### src/sra_pkg.sv
// ============================================================================
// Stack region allocator package
// Shared word types, status and request codes, and parameter defaults.
// ============================================================================
package sra_pkg;

	// Parameter defaults for the top level.
	localparam int unsigned POOL_BYTES_DEF  = 4096;
	localparam int unsigned BLOCK_SHIFT_DEF = 2;
	localparam int unsigned MAX_ITEMS_DEF   = 64;
	localparam int unsigned PTR_BYTES_DEF   = 2;
	localparam int unsigned NUM_BYTES_DEF   = 4;

	// Fixed field widths of the request and response words.
	localparam int unsigned KIND_W   = 2;
	localparam int unsigned AMOUNT_W = 13;
	localparam int unsigned SLOT_W   = 6;
	localparam int unsigned STATUS_W = 2;
	localparam int unsigned BASE_W   = 12;
	localparam int unsigned LENGTH_W = 13;
	localparam int unsigned COUNT_W  = 7;
	localparam int unsigned USED_W   = 11;

	// Request kinds.
	localparam logic [KIND_W-1:0] KIND_ALLOC   = 2'd0;
	localparam logic [KIND_W-1:0] KIND_FREE    = 2'd1;
	localparam logic [KIND_W-1:0] KIND_LOC_ABS = 2'd2;
	localparam logic [KIND_W-1:0] KIND_LOC_REL = 2'd3;

	// Response status codes.
	localparam logic [STATUS_W-1:0] ST_OK    = 2'd0;
	localparam logic [STATUS_W-1:0] ST_OOB   = 2'd1;
	localparam logic [STATUS_W-1:0] ST_OVER  = 2'd2;
	localparam logic [STATUS_W-1:0] ST_UNDER = 2'd3;

	typedef struct packed {
		logic [KIND_W-1:0]   kind;
		logic                use_num;
		logic [AMOUNT_W-1:0] amount;
		logic [SLOT_W-1:0]   slot;
	} sra_req_t;

	typedef struct packed {
		logic [STATUS_W-1:0] status;
		logic [BASE_W-1:0]   base_addr;
		logic [LENGTH_W-1:0] length;
		logic [COUNT_W-1:0]  item_count;
		logic [USED_W-1:0]   used_blocks;
	} sra_rsp_t;

endpackage

### src/stack_region_allocator.sv
// ============================================================================
// Stack region allocator
// Last-in-first-out allocator of regions in a shared pool, with a table of
// cumulative region end offsets counted in blocks.
// ============================================================================
//
//  Channel   Direction  Handshake            Word
//  --------  ---------  -------------------  ---------------------------------
//  request   in         start high, busy low  req (kind, use_num, amount, slot)
//  response  out        done strobe, 1 cycle  rsp (status, base_addr, length,
//                                                  item_count, used_blocks)
//
// A request word is taken on every clock edge at which start is high; busy
// stays low, so one word can be taken in every cycle.
// The response for a word appears on rsp with done high once the word has
// passed stage one and the response register, and the throughput is one
// word per cycle. In stage one the word and its end table entries sit in
// registers; the end table's read ports are addressed from the incoming
// word and the next count so that the entries arrive together with the word.
// Reset (arst_n low) empties the allocator at once; the end table itself is
// not cleared, since only entries written by an allocate are ever used.
// The receiver cannot stall: each response is shown for exactly one cycle.
//
module stack_region_allocator #(
	parameter int unsigned POOL_BYTES  = sra_pkg::POOL_BYTES_DEF,
	parameter int unsigned BLOCK_SHIFT = sra_pkg::BLOCK_SHIFT_DEF,
	parameter int unsigned MAX_ITEMS   = sra_pkg::MAX_ITEMS_DEF,
	parameter int unsigned PTR_BYTES   = sra_pkg::PTR_BYTES_DEF,
	parameter int unsigned NUM_BYTES   = sra_pkg::NUM_BYTES_DEF
) (
	input  logic             clk,
	input  logic             arst_n,
	input  logic             start,
	output logic             busy,
	input  sra_pkg::sra_req_t req,
	output logic             done,
	output sra_pkg::sra_rsp_t rsp
);
	import sra_pkg::*;

	// Table index, item count and block offset widths.
	localparam int unsigned IDX_W = (MAX_ITEMS > 1) ? $clog2(MAX_ITEMS) : 1;
	localparam int unsigned CNT_W = $clog2(MAX_ITEMS + 1);
	localparam int unsigned END_W = $clog2((POOL_BYTES >> BLOCK_SHIFT) + 1);
	// Compare width for a slot against the item count.
	localparam int unsigned CMP_W = ((CNT_W > SLOT_W) ? CNT_W : SLOT_W) + 1;

	// Allocate path: the byte count needs at most 16 bits (8191 times 8),
	// the rounded sum one more.
	localparam int unsigned ABYTE_W = AMOUNT_W + 3;
	localparam int unsigned BLK_W   = ABYTE_W + 1;
	localparam int unsigned SUM_W   = ((END_W > BLK_W) ? END_W : BLK_W) + 1;
	localparam int unsigned NEED_W  = SUM_W + BLOCK_SHIFT + 1;

	// Locate path: a region's byte size stays below the pool size. The
	// division by the number width is a multiply by a rounded-up reciprocal;
	// with three extra fraction bits it is exact for every byte size below
	// two to the LEN_W, as the number width is at most eight.
	localparam int unsigned LEN_W    = $clog2(POOL_BYTES);
	localparam int unsigned DIV_SH   = LEN_W + 3;
	localparam int unsigned DIV_M_W  = DIV_SH + 1;
	localparam longint      DIV_M_L  = ((longint'(1) << DIV_SH) + NUM_BYTES - 1) / NUM_BYTES;
	localparam int unsigned PROD_W   = LEN_W + DIV_M_W;

	// ------------------------------------------------------------------
	// State
	// ------------------------------------------------------------------
	logic [CNT_W-1:0] live_q;
	logic [END_W-1:0] top_q;
	logic [CNT_W-1:0] live_d;
	logic [END_W-1:0] top_d;

	// Stage one: the request word, its table index and the table entries.
	logic                valid_s1;
	logic [KIND_W-1:0]   kind_s1;
	logic                use_num_s1;
	logic [AMOUNT_W-1:0] amount_s1;
	logic [SLOT_W-1:0]   slot_s1;
	logic [IDX_W-1:0]    idx_s1;
	logic [END_W-1:0]    rd_a_s1;
	logic [END_W-1:0]    rd_b_s1;
	logic                byp_a_s1;
	logic                byp_b_s1;
	logic [END_W-1:0]    byp_data_s1;

	// End table, one write port and two registered read ports.
	logic [END_W-1:0] end_mem [MAX_ITEMS];
	logic             wr_en;
	logic [IDX_W-1:0] wr_addr;
	logic [END_W-1:0] wr_data;
	logic [IDX_W-1:0] addr_a;
	logic [IDX_W-1:0] addr_b;

	logic     accept;
	logic     done_q;
	sra_rsp_t rsp_q;

	assign busy   = 1'b0;
	assign accept = start && !busy;

	// ------------------------------------------------------------------
	// Read addressing for the incoming word. For a free or relative locate the
	// index is worked out from the count that the word now in stage one leaves
	// behind, so a free or locate right behind an allocate or free sees the
	// updated stack. Port B reads the region's end, port A the entry below it
	// (the start of a located region, or the new top after a free).
	// ------------------------------------------------------------------
	logic [CMP_W-1:0] idx_wide;

	always_comb begin
		case (req.kind)
			KIND_FREE:    idx_wide = CMP_W'(live_d) - CMP_W'(1);
			KIND_LOC_ABS: idx_wide = CMP_W'(req.slot);
			KIND_LOC_REL: idx_wide = CMP_W'(live_d) - CMP_W'(1) - CMP_W'(req.slot);
			default:      idx_wide = '0;
		endcase
	end

	assign addr_b = idx_wide[IDX_W-1:0];
	assign addr_a = addr_b - IDX_W'(1);

	always_ff @(posedge clk) begin
		if (wr_en) begin
			end_mem[wr_addr] <= wr_data;
		end
		rd_a_s1     <= end_mem[addr_a];
		rd_b_s1     <= end_mem[addr_b];
		// An entry written at the same edge is taken from the write data.
		byp_a_s1    <= wr_en && (addr_a == wr_addr);
		byp_b_s1    <= wr_en && (addr_b == wr_addr);
		byp_data_s1 <= wr_data;
	end

	always_ff @(posedge clk) begin
		if (accept) begin
			kind_s1    <= req.kind;
			use_num_s1 <= req.use_num;
			amount_s1  <= req.amount;
			slot_s1    <= req.slot;
			idx_s1     <= addr_b;
		end
	end

	// ------------------------------------------------------------------
	// Stage one: decision, state update and response.
	// ------------------------------------------------------------------
	logic [END_W-1:0]   ent_a;
	logic [END_W-1:0]   ent_b;
	logic [END_W-1:0]   start_blk;
	logic [ABYTE_W-1:0] alloc_bytes;
	logic [BLK_W-1:0]   alloc_round;
	logic [BLK_W-1:0]   alloc_blocks;
	logic [SUM_W-1:0]   alloc_sum;
	logic [NEED_W-1:0]  alloc_need;
	logic               slot_oob;
	logic [END_W-1:0]   span_blk;
	logic [LEN_W-1:0]   span_bytes;
	logic [LEN_W-1:0]   base_bytes;
	logic [PROD_W-1:0]  span_prod;
	logic [LEN_W-1:0]   span_nums;
	logic [LEN_W-1:0]   loc_len;
	logic [STATUS_W-1:0] status;
	logic               loc_ok;

	assign ent_a     = byp_a_s1 ? byp_data_s1 : rd_a_s1;
	assign ent_b     = byp_b_s1 ? byp_data_s1 : rd_b_s1;
	// The region at index zero starts at the pool base.
	assign start_blk = (idx_s1 == '0) ? '0 : ent_a;

	// Requested bytes rounded up to whole blocks, and the pool fit check
	// that keeps room for the pointer bytes at the pool end.
	assign alloc_bytes  = use_num_s1 ? ABYTE_W'(amount_s1) * ABYTE_W'(NUM_BYTES)
	                                 : ABYTE_W'(amount_s1);
	assign alloc_round  = BLK_W'(alloc_bytes) + BLK_W'((1 << BLOCK_SHIFT) - 1);
	assign alloc_blocks = alloc_round >> BLOCK_SHIFT;
	assign alloc_sum    = SUM_W'(top_q) + SUM_W'(alloc_blocks);
	assign alloc_need   = (NEED_W'(alloc_sum) << BLOCK_SHIFT) + NEED_W'(PTR_BYTES);

	// For both locate kinds the slot must lie below the item count.
	assign slot_oob = CMP_W'(slot_s1) >= CMP_W'(live_q);

	assign span_blk   = ent_b - start_blk;
	assign span_bytes = LEN_W'(LEN_W'(span_blk) << BLOCK_SHIFT);
	assign base_bytes = LEN_W'(LEN_W'(start_blk) << BLOCK_SHIFT);
	assign span_prod  = PROD_W'(span_bytes) * PROD_W'(DIV_M_L);
	assign span_nums  = LEN_W'(span_prod >> DIV_SH);
	assign loc_len    = use_num_s1 ? span_nums : span_bytes;

	always_comb begin
		status  = ST_OK;
		loc_ok  = 1'b0;
		wr_en   = 1'b0;
		wr_addr = live_q[IDX_W-1:0];
		wr_data = END_W'(alloc_sum);
		live_d  = live_q;
		top_d   = top_q;
		if (valid_s1) begin
			case (kind_s1)
				KIND_ALLOC: begin
					if (alloc_blocks == '0) begin
						status = ST_OOB;
					end else if (live_q >= CNT_W'(MAX_ITEMS)) begin
						status = ST_OVER;
					end else if (alloc_need >= NEED_W'(POOL_BYTES)) begin
						status = ST_OVER;
					end else begin
						wr_en  = 1'b1;
						live_d = live_q + CNT_W'(1);
						top_d  = END_W'(alloc_sum);
					end
				end
				KIND_FREE: begin
					if (live_q == '0) begin
						status = ST_UNDER;
					end else begin
						live_d = live_q - CNT_W'(1);
						top_d  = start_blk;
					end
				end
				KIND_LOC_ABS, KIND_LOC_REL: begin
					if (slot_oob) begin
						status = ST_OOB;
					end else begin
						loc_ok = 1'b1;
					end
				end
				default: begin
					status = ST_OOB;
				end
			endcase
		end
	end

	always_ff @(posedge clk or negedge arst_n) begin
		if (!arst_n) begin
			valid_s1 <= 1'b0;
			live_q   <= '0;
			top_q    <= '0;
			done_q   <= 1'b0;
		end else begin
			valid_s1 <= accept;
			live_q   <= live_d;
			top_q    <= top_d;
			done_q   <= valid_s1;
		end
	end

	always_ff @(posedge clk) begin
		if (valid_s1) begin
			rsp_q.status      <= status;
			rsp_q.base_addr   <= loc_ok ? BASE_W'(base_bytes) : '0;
			rsp_q.length      <= loc_ok ? LENGTH_W'(loc_len) : '0;
			rsp_q.item_count  <= COUNT_W'(live_d);
			rsp_q.used_blocks <= USED_W'(top_d);
		end
	end

	assign done = done_q;
	assign rsp  = rsp_q;

endmodule

### config.mk
export PLATFORM = sky130hd
export DESIGN_NAME = stack_region_allocator
export DESIGN_NICKNAME = d
export VERILOG_FILES = /design/src/sra_pkg.sv /design/src/stack_region_allocator.sv
export SDC_FILE = /design/constraint.sdc
export NUM_CORES = 1
export LEC_CHECK = 0
export ABC_CLOCK_PERIOD_IN_PS = 10650
export BUFFER_PORTS_ARGS = -buffer_cell sky130_fd_sc_hd__buf_2
export CORE_MARGIN = 3
export CORE_UTILIZATION = 30
export CTS_CLUSTER_DIAMETER = 120
export CTS_CLUSTER_SIZE = 16
export DETAILED_ROUTE_END_ITERATION = 8
export HOLD_SLACK_MARGIN = 0.15
export SYNTH_ARGS = -nofsm -noshare
export SYNTH_HDL_FRONTEND = slang
export SYNTH_SLANG_ARGS = --single-unit
export TNS_END_PERCENT = 5
### constraint.sdc
create_clock -name clk -period 10.65 [get_ports clk]
set_clock_uncertainty 0.1 [all_clocks]
set_input_delay 0.5325 -clock clk [delete_from_list [all_inputs] [get_ports clk]]
set_output_delay 0.5325 -clock clk [all_outputs]
set_load 0.01 [all_outputs]
# [Word-level counts from Yosys, hierarchy flattened]
# Memory sizes are Yosys's and may differ from the RTL's. A register that Yosys moved wholly into a read port is not among the register bits.
# Index checks and enable logic that the tools add are counted.
[totals] wordCells=86 output_inout_bits=47 n_memories=1 in_bits=25 ff_bits=106 ram_bits=704
[memory_table] memory="end_mem" depth=64 width=11 read_ports=2 rd_clocked_by_memory_dff=2 wr=1 line_no="stack_region_allocator.sv:87" source="logic [END_W-1:0] end_mem [MAX_ITEMS];"
[op_classes] add_sub_neg=9 n_eq_ne=8 mux=34 order_cmp=3 n_reduce_logical=9 n_bitwise=1
[op_table] cell="2-to-1 mux 11 bit" n=7
[op_table] cell="2-to-1 mux 7 bit" n=5
[op_table] cell="one-hot mux 11 bit (2 select lines)" n=1
[op_table] cell="adder 17 x 2 -> 18 bit (second input constant)" n=1
[op_table] cell="greater-or-equal comparator 18 x 13 -> 1 bit (second input constant)" n=1
[op_table] cell="one-hot mux 6 bit (3 select lines)" n=1
[op_table] cell="logical NOT 17 bit" n=1
[op_table] cell="adder 15 x 2 -> 16 bit (second input constant)" n=1
[op_table] cell="adder 11 x 14 -> 15 bit" n=1
[op_table] cell="2-to-1 mux 15 bit" n=1
[op_table] cell="one-hot mux 7 bit (2 select lines)" n=1
[op_table] cell="== test 6 bit" n=2
[op_table] cell="2-to-1 mux 12 bit" n=1
[op_table] cell="subtractor 6 x 1 -> 6 bit (second input constant)" n=2
[op_table] cell="2-to-1 mux 1 bit" n=11
[op_table] cell="2-to-1 mux 10 bit" n=1
[op_table] cell="subtractor 10 bit" n=1
[op_table] cell="== test 2 bit (second input constant)" n=4
[op_table] cell="2-to-1 mux 2 bit" n=4
[op_table] cell="adder 7 x 1 -> 7 bit (second input constant)" n=1
[op_table] cell="greater-or-equal comparator 6 x 7 -> 1 bit" n=1
[op_table] cell="greater-or-equal comparator 7 bit (second input constant)" n=1
[op_table] cell="logical NOT 7 bit" n=1
[op_table] cell="subtractor 7 x 1 -> 7 bit (second input constant)" n=1
[op_table] cell="9 further kinds" n=12

# [Logic depth before layout (Yosys ltp)]
# Gate-level depths: netlist of run 1.
[logic_depth] depth_word=16 mapped_depth=36 ltp_nobuf=32

# [Least setup slack after synthesis of run 1]
# No wires, ideal clock.
[synth_path] kind="register -> register" startpoint="register use_num_s1" endpoint="register rd_a_s1[0], read port of end_mem" required_time_ns=10.420 path_slack_ns=3.196 setup_ns=0.130 n_path_buf=7 path_stages_with_launch=33 synth_period_minus_slack_ns=7.454 arrival_time_ns=7.223 path_cell_list="edfxtp_1 -> buf_2 -> inv_2 -> nand2_1 -> nor3_1 -> and3_1 -> and3_1 -> o21bai_1 -> a21oi_1 -> ha_1 -> or4_4 -> o211a_4 -> o211ai_2 -> nand4_1 -> a211oi_2 -> inv_2 -> ha_1 -> inv_1 -> fa_1 -> nand2_1 -> o21ai_0 -> a22oi_1 -> clkbuf_1 -> clkbuf_1 -> clkbuf_1 -> ha_1 -> clkbuf_1 -> clkbuf_1 -> clkbuf_1 -> mux4_2 -> mux2_1 -> a22oi_1 -> nand4_1"
[synth_via] elab_chain_len=14 elab_cells_between_ends=15 classes_between="add/sub (6); order compare (1); mux (7); reduce/logical (1)"
[synth_rtl] element="start, declared" line_no="stack_region_allocator.sv:76" source="logic use_num_s1;"
[synth_rtl] element="start signal, assigned" line_no="stack_region_allocator.sv:137" source="use_num_s1 <= req.use_num;"
[synth_rtl] element="2-to-1 mux 15 bit *" line_no="stack_region_allocator.sv:172" source="assign alloc_bytes = use_num_s1 ? ABYTE_W'(amount_s1) * ABYTE_W'(NUM_BYTES)"
[synth_rtl] element="adder 15 x 2 -> 16 bit *" line_no="stack_region_allocator.sv:174" source="assign alloc_round = BLK_W'(alloc_bytes) + BLK_W'((1 << BLOCK_SHIFT) - 1);"
[synth_rtl] element="adder 11 x 14 -> 15 bit" line_no="stack_region_allocator.sv:176" source="assign alloc_sum = SUM_W'(top_q) + SUM_W'(alloc_blocks);"
[synth_rtl] element="adder 17 x 2 -> 18 bit" line_no="stack_region_allocator.sv:177" source="assign alloc_need = (NEED_W'(alloc_sum) << BLOCK_SHIFT) + NEED_W'(PTR_BYTES);"
[synth_rtl] element="greater-or-equal comparator 18 x 13 -> 1 bit" line_no="stack_region_allocator.sv:204" source="end else if (alloc_need >= NEED_W'(POOL_BYTES)) begin"
[synth_rtl] element="2-to-1 mux 7 bit" line_no="stack_region_allocator.sv:204"
[synth_rtl] element="2-to-1 mux 7 bit" line_no="stack_region_allocator.sv:202" source="end else if (live_q >= CNT_W'(MAX_ITEMS)) begin"
[synth_rtl] element="2-to-1 mux 7 bit *" line_no="stack_region_allocator.sv:200" source="if (alloc_blocks == '0) begin"
[synth_rtl] element="one-hot mux 7 bit (2 select lines) *" line_no="stack_region_allocator.sv:198" source="case (kind_s1)"
[synth_rtl] element="2-to-1 mux 7 bit *" line_no="stack_region_allocator.sv:197" source="if (valid_s1) begin"
[synth_rtl] element="via live_d[0]" line_no="stack_region_allocator.sv:70" source="logic [CNT_W-1:0] live_d;"
[synth_rtl] element="subtractor 6 x 1 -> 6 bit *" line_no="stack_region_allocator.sv:112, stack_region_allocator.sv:114"
[synth_rtl] element="subtractor 6 bit" line_no="stack_region_allocator.sv:114" source="KIND_LOC_REL: idx_wide = CMP_W'(live_d) - CMP_W'(1) - CMP_W'(req.slot);"
[synth_rtl] element="one-hot mux 6 bit (3 select lines) *" line_no="stack_region_allocator.sv:111" source="case (req.kind)"
[synth_rtl] element="subtractor 6 x 1 -> 6 bit *" line_no="stack_region_allocator.sv:120" source="assign addr_a = addr_b - IDX_W'(1);"
[synth_rtl] element="end, declared" line_no="stack_region_allocator.sv:80" source="logic [END_W-1:0] rd_a_s1;"
# Mark *: on every way through the listed nets, which the timed path passes. The rest lies on a longest branch.
# A chain may end at the register's enable or synchronous reset.

# [Worst setup path after layout of run 1]
[layout_path] startpoint="register use_num_s1" endpoint="register rd_a_s1[7], read port of end_mem"
# Same word-level chain as after synthesis.

==> results.rst, run 1 <==
.. list-table::
   :header-rows: 1

   * - Metric
     - Value
   * - Status
     - complete, no violations
   * - Clock insertion delay at the later pin of the skew report
     - between 600 and 700 ps
   * - Place WS
     - roughly 1700 ps
   * - Number of enable flip-flop cells after synthesis
     - around 770
   * - Global-route wire length before repair
     - between 150000 and 200000 um
   * - Count of standard-cell rows
     - roughly 130
   * - DRC violations left
     - 0
   * - Number of global-route vias before repair
     - ~26000
   * - Post-CTS setup buffers
     - 0
   * - Routability-driven placement congestion ratio
     - ~0.9
   * - Minimum setup slack among reg-to-reg paths
     - between 1000 and 1500 ps
   * - Start point of the critical path
     - use_num_s1$_DFFE_PP_
   * - TritonCTS clock tree
     - yes
   * - Cell repeated most along the worst path
     - sky130_fd_sc_hd__ha_1
   * - Max Fanout on Critical Path
     - 46
   * - Critical path type
     - reg -> reg
   * - Maximum level of the CTS H-tree
     - 2
   * - Bufs on Longest Clock Path
     - 3
   * - Worst slew margin relative to its limit
     - 7.90%
   * - Core box area
     - approximately 130000 sq um
   * - Starting Density
     - 30.5%
   * - Largest stage delay on the critical path
     - between 1000 and 1500 ps
   * - Yosys warning total
     - 0
   * - Pin count of the biggest net entering global routing
     - 172
   * - Kind of start point of the critical path
     - flop
   * - Switching share of power
     - ~44%
   * - Worst-path cell with the longest stage delay
     - sky130_fd_sc_hd__nor3_1
   * - Post-DP HPWL
     - roughly 74000 um
   * - Share of layout cells above drive strength 1
     - 14.7%
   * - Average footprint of a synthesized cell
     - around 13 sq um
   * - Total Routed Length
     - around 120000 um
   * - Total clock sinks
     - just over 800
   * - Global router's overall resource usage
     - 16.8%
   * - Static leakage
     - between 15 and 20 nW
   * - Final worst-path cycle share
     - 86.4%
   * - Height of the chip
     - ~370 um
   * - Shortest period the worst path allows
     - 9210 ps
   * - Sequential area share after synthesis
     - a little over 60%
   * - Antenna Violating Nets Remaining
     - 0
   * - Relative contribution of sequential cells to total power
     - a little over a third
   * - Termination of the worst setup path
     - rd_a_s1[7]$_DFF_P_
   * - Number of cell instances on the worst register-to-register path
     - 32
   * - Syn-to-layout area delta
     - 10.8%
   * - Share of total power in the clock network
     - between 10% and 20%
   * - Signal arrival time at the worst endpoint
     - between 9000 and 10000 ps
   * - Reg2reg start
     - use_num_s1$_DFFE_PP_
   * - Main synth FF type
     - sky130_fd_sc_hd__edfxtp_1
   * - Cell-internal power
     - 7.66 mW
   * - Req. time, crit path
     - about 11000 ps
   * - Transition at the pin with the smallest max-transition slack
     - roughly 1400 ps
   * - Combinational cell fraction of total power
     - about half
   * - Synth Cell Area
     - just over 40000 sq um
   * - Synth Register Bits
     - between 800 and 900
   * - Clock input transition at the sequential cells of the worst setup and hold paths
     - roughly 80 ps
   * - Final-layout fill cell count
     - roughly 13000
   * - Post-layout worst setup margin
     - between 1000 and 1500 ps
   * - Most common cell after layout, fill and taps aside
     - sky130_fd_sc_hd__nand2_1
   * - Count of unique library cells instantiated by Yosys
     - 95
   * - Endpoint class of the critical path
     - flop
   * - Max Slew Vio Count
     - 0
   * - I/O pin count
     - 72
   * - Via count of the routed design
     - 27459
   * - Number of vias per cell
     - ~5.5
   * - Congestion Overflow GR
     - 0
   * - Number of antenna violations at the first check in global routing
     - 3
   * - PwrDens
     - 305 nW/um^2
   * - Worst VDD drop
     - ~0.00025 V
   * - End of the worst register-to-register path
     - rd_a_s1[7]$_DFF_P_
   * - Most frequent cells in the layout
     - sky130_fd_sc_hd__nand2_1 (810), sky130_fd_sc_hd__edfxtp_1 (774), sky130_fd_sc_hd__mux4_2 (176)
   * - TritonCTS Buffers
     - 57
   * - Detail-routed net length per standard cell
     - roughly 24 um
   * - Drt initial violations
     - ~3300
   * - Hold violation total from the final report
     - 0
   * - First drt pass iteration count
     - 6
   * - Type of the worst min-delay path
     - in -> reg
   * - Port Buffer Count
     - 67
   * - Multi-input combinational cell area
     - roughly 15000 sq um
   * - Gate count of the mapped netlist
     - about 3200
   * - Clock tree root driver cell
     - sky130_fd_sc_hd__clkbuf_16
   * - Sum Neg Setup Slack
     - 0 ps
   * - WHS Path Cells
     - 1
   * - Die footprint
     - 139000 sq um
   * - Final setup viols
     - 0
   * - Die width
     - 373 um
   * - Nets
     - 3251
   * - Max Freq
     - 0.109 GHz
   * - Share of flip-flops with an asynchronous set or reset
     - between 2 and 2.5%
   * - Area taken by flip-flops and latches
     - about 24000 sq um
   * - Number of violations of the max-capacitance limit
     - 0
   * - Unrepaired setup endpoints after global routing
     - false
   * - Net Switching
     - between 5 and 6 mW
-- cells in the mapped netlist (all sizes together) (4+ instances only) --
cell / n / area share, %
nand2: 810 / 7.5
edfxtp: 774 / 58
mux4: 176 / 9.8
clkbuf: 167 / 1.6
nor2: 143 / 1.3
nand3: 126 / 1.6
and3: 125 / 2.0
a311oi: 123 / 2.7
a21oi: 85 / 1.1
buf: 65 / 0.94
mux2: 61 / 1.7
a31oi: 48 / 0.76
a211oi: 46 / 0.90
o21ai: 38 / 0.51
ha: 36 / 1.1
inv: 35 / 0.33
nor3: 35 / 0.46
dfxtp: 34 / 1.7
o211ai: 32 / 0.62
xnor2: 30 / 0.65
a22oi: 23 / 0.43
dfrtp: 20 / 1.2
nand4: 17 / 0.26
mux2i: 13 / 0.32
nand2b: 13 / 0.20
nor4: 13 / 0.27
a21o: 12 / 0.22
a22o: 12 / 0.26
nor2b: 12 / 0.19
o21a: 6 / 0.13
xor2: 5 / 0.11
clkinv: 4 / 0.037
-- layer usage --
layer,share of wire (%),wire length [um],global-route usage [%],up-vias
met5,0,0,0,-
met4,3.2,3900,5.20,0
met3,9.2,11200,2.84,178
met2,46,55100,26.1,1326
met1,42,50900,24.0,13823
li1,-,-,-,12132
-- how the worst min path moves through the flow --
stage / from / end / slack [ps]
6_report: start / valid_s1$_DFF_PN0_ / 280
2_1_floorplan: arst_n / done$_DFF_PN0_ / 140
4_1_cts: start / valid_s1$_DFF_PN0_ / 250
3_5_place_dp: top_q[5]$_DFF_PN0_ / top_q[5]$_DFF_PN0_ / 450
3_3_place_gp: top_q[5]$_DFF_PN0_ / top_q[5]$_DFF_PN0_ / 450
5_1_grt: start / valid_s1$_DFF_PN0_ / 290
-- cell families after synthesis --
kind of cell	Yosys count	share of synthesized area, %
AND/OR/NAND/NOR	1313	14.2
flip-flops	828	60.5
AO/OA/AOI/OAI	458	8.54
buffers and inverters	271	2.86
multiplexers	250	11.8
adder cells (fa/ha/maj)	39	1.26
XOR/XNOR	35	0.760
other	1	0.00929
-- state kept, by name, indices dropped and copies added, names as in the netlist, 2 cells and up --
signal and count:
kind_s1 2, top_q 11, rd_a_s1 11, live_q 7, end_mem 704, rsp 42, rd_b_s1 10, amount_s1 13
idx_s1 6, slot_s1 6, byp_data_s1 11
-- power groups by stage --
| stage | combinational [mW] | clock, mW | sequential [mW] |
|---|---|---|---|
| 3_5_place_dp | 6.64 | 0 | 4.81 |
| 6_report | 6.72 | 2.17 | 4.75 |
| 5_1_grt | 7.11 | 2.33 | 4.76 |
| 2_1_floorplan | 4.07 | 0 | 4.79 |
| 4_1_cts | 6.65 | 2.21 | 4.74 |
| 3_3_place_gp | 6.58 | 0 | 4.81 |
-- per-stage QoR --
stage / cell area (sq um) / hold WS, ps / std cells / total power [mW] / util [%]
after CTS: 44700 / 245 / 4991 / 13.6 / 33.7
after global routing: 44700 / 291 / 4992 / 14.2 / 33.8
after global placement: 42800 / 453 / 4860 / 11.4 / 32.3
after floorplan: 40400 / 137 / 3198 / 8.86 / -
after detailed placement: 42800 / 454 / 4860 / 11.5 / 32.3
final: 44700 / 285 / 4994 / 13.6 / 33.8
-- worst max-delay path, delay by kind of cell (launching register included) --
| family | cells | cell delay (ps) |
|---|---|---|
| and+or+nand+nor | 12 | 3630 |
| buffers and inverters | 7 | 2010 |
| AOI/OAI and AO/OA | 8 | 1870 |
| adders and majority gates | 3 | 770 |
| DFF | 1 | 370 |
| xor gates and xnor gates | 2 | 270 |
-- repair_timing --
| action | in CTS | in global routing |
|---|---|---|
| resized for setup | 0 | 0 |
| hold buffers | 23 | 0 |
| endpoints found under the hold margin | 42 | 0 |
-- cell type report --
type	instances	area share (%)
Sequential cell	828	54.6
Inverter	39	0.361
Antenna cell	3	0.0168
Clock inverter	2	0.0812
Tap cell	1755	4.91
Timing Repair Buffer	162	2.84
Clock buffer	106	3.70
Multi-Input combinational cell	2099	33.5
Note: power is estimated with default switching activity, not from simulation.
==> run 2: changes to the inputs <==
--- a/config.mk
+++ b/config.mk
@@ -14,4 +14,6 @@
 export DETAILED_ROUTE_END_ITERATION = 8
 export HOLD_SLACK_MARGIN = 0.15
+export REMOVE_ABC_BUFFERS = 1
+export SKIP_LAST_GASP = 1
 export SYNTH_ARGS = -nofsm -noshare
 export SYNTH_HDL_FRONTEND = slang
--- a/constraint.sdc
+++ b/constraint.sdc
@@ -3,3 +3,3 @@
 set_input_delay 0.5325 -clock clk [delete_from_list [all_inputs] [get_ports clk]]
 set_output_delay 0.5325 -clock clk [all_outputs]
-set_load 0.01 [all_outputs]
+set_load 0.1 [all_outputs]
==> run 2 against run 1 <==
Effect of this change:
- critical path depth down 2
- flip-flop and latch count did not move
- final cell count is 0.18% higher
- setup slack got worse by 77 ps
- combinational power increased by 3%
- non-clock buffer count rose by 12
- critical path type unchanged
- routed wire length up 0.29%
- sequential share of layout area hardly changed
- first-iteration DRC count up 2.2%
- die area is the same
==> results.rst, run 2 (synthesis results as in run 1) <==
.. list-table::
   :header-rows: 1

   * - Metric
     - Value
   * - Power after layout
     - roughly 14 mW
   * - Startpoint of the lowest-slack hold path
     - req[20]
   * - Final setup viols
     - 0
   * - Antenna Violating Nets Remaining
     - 0
   * - I/O pin count
     - just over 70
   * - Via count of the routed design
     - between 20000 and 30000
   * - Endpoint class of the critical path
     - flop
   * - Port Buffer Count
     - 67
   * - Nets
     - 3263
   * - Global router's overall resource usage
     - about 17%
   * - Detail-routed net length per standard cell
     - 24.3 um
   * - Met2 usage in global routing
     - about a quarter
   * - Reg2reg start
     - use_num_s1$_DFFE_PP_
   * - Max Fanout on Critical Path
     - a little over 80
   * - Net Switching
     - between 6 and 7 mW
   * - Number of vias per cell
     - about 5.5
   * - GR Util met3
     - roughly 2.1%
   * - Starting Density
     - between 30% and 40%
   * - Post-DP HPWL
     - approximately 76000 um
   * - Transition at the pin with the smallest max-transition slack
     - 1260 ps
   * - Post-route worst hold slack
     - 209 ps
   * - End of the worst register-to-register path
     - rd_a_s1[8]$_DFF_P_
   * - Worst-path cell with the longest stage delay
     - sky130_fd_sc_hd__o2bb2ai_1
   * - Congestion Overflow GR
     - 0
   * - WHS Path Cells
     - 1
   * - Total Routed Length
     - 121000 um
   * - Worst slew margin relative to its limit
     - between 10% and 20%
   * - Die footprint
     - between 100000 and 150000 sq um
   * - Hold violation total from the final report
     - 0
   * - Switching share of power
     - about 45%
   * - Worst VDD drop
     - 0.000424 V
   * - Clock tree root driver cell
     - sky130_fd_sc_hd__clkbuf_16
   * - Flip-flop count of the largest register after layout
     - 704
   * - Core utilization of the finished layout
     - around a third
   * - Req. time, crit path
     - roughly 11000 ps
   * - Largest stage delay on the critical path
     - 1000 ps
   * - Total clock sinks
     - 828
   * - Largest register by flop count
     - end_mem
   * - Routability-driven placement congestion ratio
     - approximately 0.88
   * - Core box area
     - about 130000 sq um
   * - Number of cell instances on the worst register-to-register path
     - 30
   * - TritonCTS clock tree
     - yes
   * - Share of layout cells above drive strength 1
     - between 10% and 20%
   * - Global-route wire length before repair
     - 180000 um
   * - Kind of start point of the critical path
     - flop
   * - Cell repeated most along the worst path
     - sky130_fd_sc_hd__ha_1
   * - Global-route track usage on met1
     - approximately 24%
   * - Final worst-path cycle share
     - a little under 90%
   * - Relative contribution of sequential cells to total power
     - about a third
   * - Unrepaired setup endpoints after global routing
     - false
   * - Number of antenna violations at the first check in global routing
     - 1
   * - Number of violations of the max-capacitance limit
     - 0
   * - Pin count of the biggest net entering global routing
     - about 190
   * - Die width
     - approximately 370 um
   * - Status
     - complete, no violations
   * - Cts repair resizes
     - 0
   * - Height of the chip
     - 373 um
   * - PwrDens
     - 309 nW/um^2
   * - Destination of the worst hold path
     - kind_s1[0]$_DFFE_PP_
   * - Minimum setup slack among reg-to-reg paths
     - approximately 1400 ps
   * - Signal arrival time at the worst endpoint
     - between 9000 and 10000 ps
   * - Type of the worst min-delay path
     - in -> reg
   * - Antenna fix cells
     - 0
   * - First drt pass iteration count
     - 5
   * - Most common cell after layout, fill and taps aside
     - sky130_fd_sc_hd__nand2_1
   * - Max Slew Vio Count
     - 0
   * - Drt initial violations
     - between 3000 and 4000
   * - Count of standard-cell rows
     - between 100 and 150
   * - Combinational cell fraction of total power
     - between 50% and 60%
   * - Number of global-route vias before repair
     - 25877
   * - DRC violations left
     - 0
   * - Syn-to-layout area delta
     - 10.7%
   * - Most frequent cells in the layout
     - sky130_fd_sc_hd__nand2_1 (810), sky130_fd_sc_hd__edfxtp_1 (774), sky130_fd_sc_hd__mux4_2 (176)
   * - TritonCTS Buffers
     - 57
   * - Critical path type
     - reg -> reg
   * - Sum Neg Setup Slack
     - 0 ps
   * - Maximum level of the CTS H-tree
     - 2
   * - Static leakage
     - roughly 15 nW
   * - Bufs on Longest Clock Path
     - 3
   * - Most used routing layer
     - met2
   * - Shortest period the worst path allows
     - slightly above 9000 ps
   * - Clock input transition at the sequential cells of the worst setup and hold paths
     - about 80 ps
   * - Share of total power in the clock network
     - between 10% and 20%
   * - Cell-internal power
     - roughly 7.6 mW
   * - Clock insertion delay at the later pin of the skew report
     - a little under 700 ps
   * - Max Freq
     - between 0.1 and 0.15 GHz
-- run 2: changes by cell type in the layout (fill, tap and decap cells not counted), sizes merged --
cell	previous run	this run
buf	139	152
clkbuf	106	105
diode	3	0
dlygate4sd3	23	22
clkinv	4	5
-- run 2: metrics by stage --
stage,instances,setup slack [ps],area [sq um]
after floorplan,2966,-23510,39400
after global routing,5003,678,44700
final,5003,1370,44700
after detailed placement,4873,1580,42800
after CTS,5003,1590,44700
after global placement,4873,1690,42800
-- run 2: power by group through the flow --
stage	sequential, mW	combinational (mW)	clock (mW)
2_1_floorplan	5.04	4.63	0
3_3_place_gp	4.80	6.79	0
3_5_place_dp	4.80	6.85	0
4_1_cts	4.73	6.85	2.21
5_1_grt	4.75	7.30	2.33
6_report	4.74	6.90	2.17
-- run 2: critical path: cells and delay by family (launching register included) --
family	cells	cell delay [ps]
simple gates	10	2290
flops	1	690
compound gates	10	3370
xor+xnor	2	360
mux	1	90
fa+ha+maj	3	770
buf+inv	4	1500
-- run 2: worst max path at each step --
| stage | start | endpoint |
|---|---|---|
| final | use_num_s1$_DFFE_PP_ | rd_a_s1[8]$_DFF_P_ |
| after global routing | use_num_s1$_DFFE_PP_ | rd_a_s1[0]$_DFF_P_ |
| after CTS | use_num_s1$_DFFE_PP_ | rd_a_s1[0]$_DFF_P_ |
| after detailed placement | use_num_s1$_DFFE_PP_ | rd_a_s1[0]$_DFF_P_ |
| after global placement | use_num_s1$_DFFE_PP_ | rd_b_s1[8]$_DFF_P_ |
| after floorplan | use_num_s1$_DFFE_PP_ | rd_b_s1[0]$_DFF_P_ |
-- run 2: metal layers --
layer,part of all wire [%],vias up
met2,46,1282
li1,-,12139
met1,42,14034
met3,8.1,181
met4,3.3,0
met5,0,-
-- run 2: layout make-up --
| class | instances | area [sq um] |
|---|---|---|
| multi-input cells | 2099 | 14900 |
| well taps | 1755 | 2200 |
| flip-flops and latches | 828 | 24400 |
| repair buffers | 174 | 1270 |
| fillers | 12922 | 87800 |
| clock buffers | 105 | 1630 |
| clock inverters | 3 | 68.8 |
| inverters | 39 | 161 |
-- run 2: timing repair --
item                                    CTS  global route
setup buffers                             0             0
hold buffers                             22             0
endpoints found under the setup margin    0             0
endpoints found under the hold margin    41             0
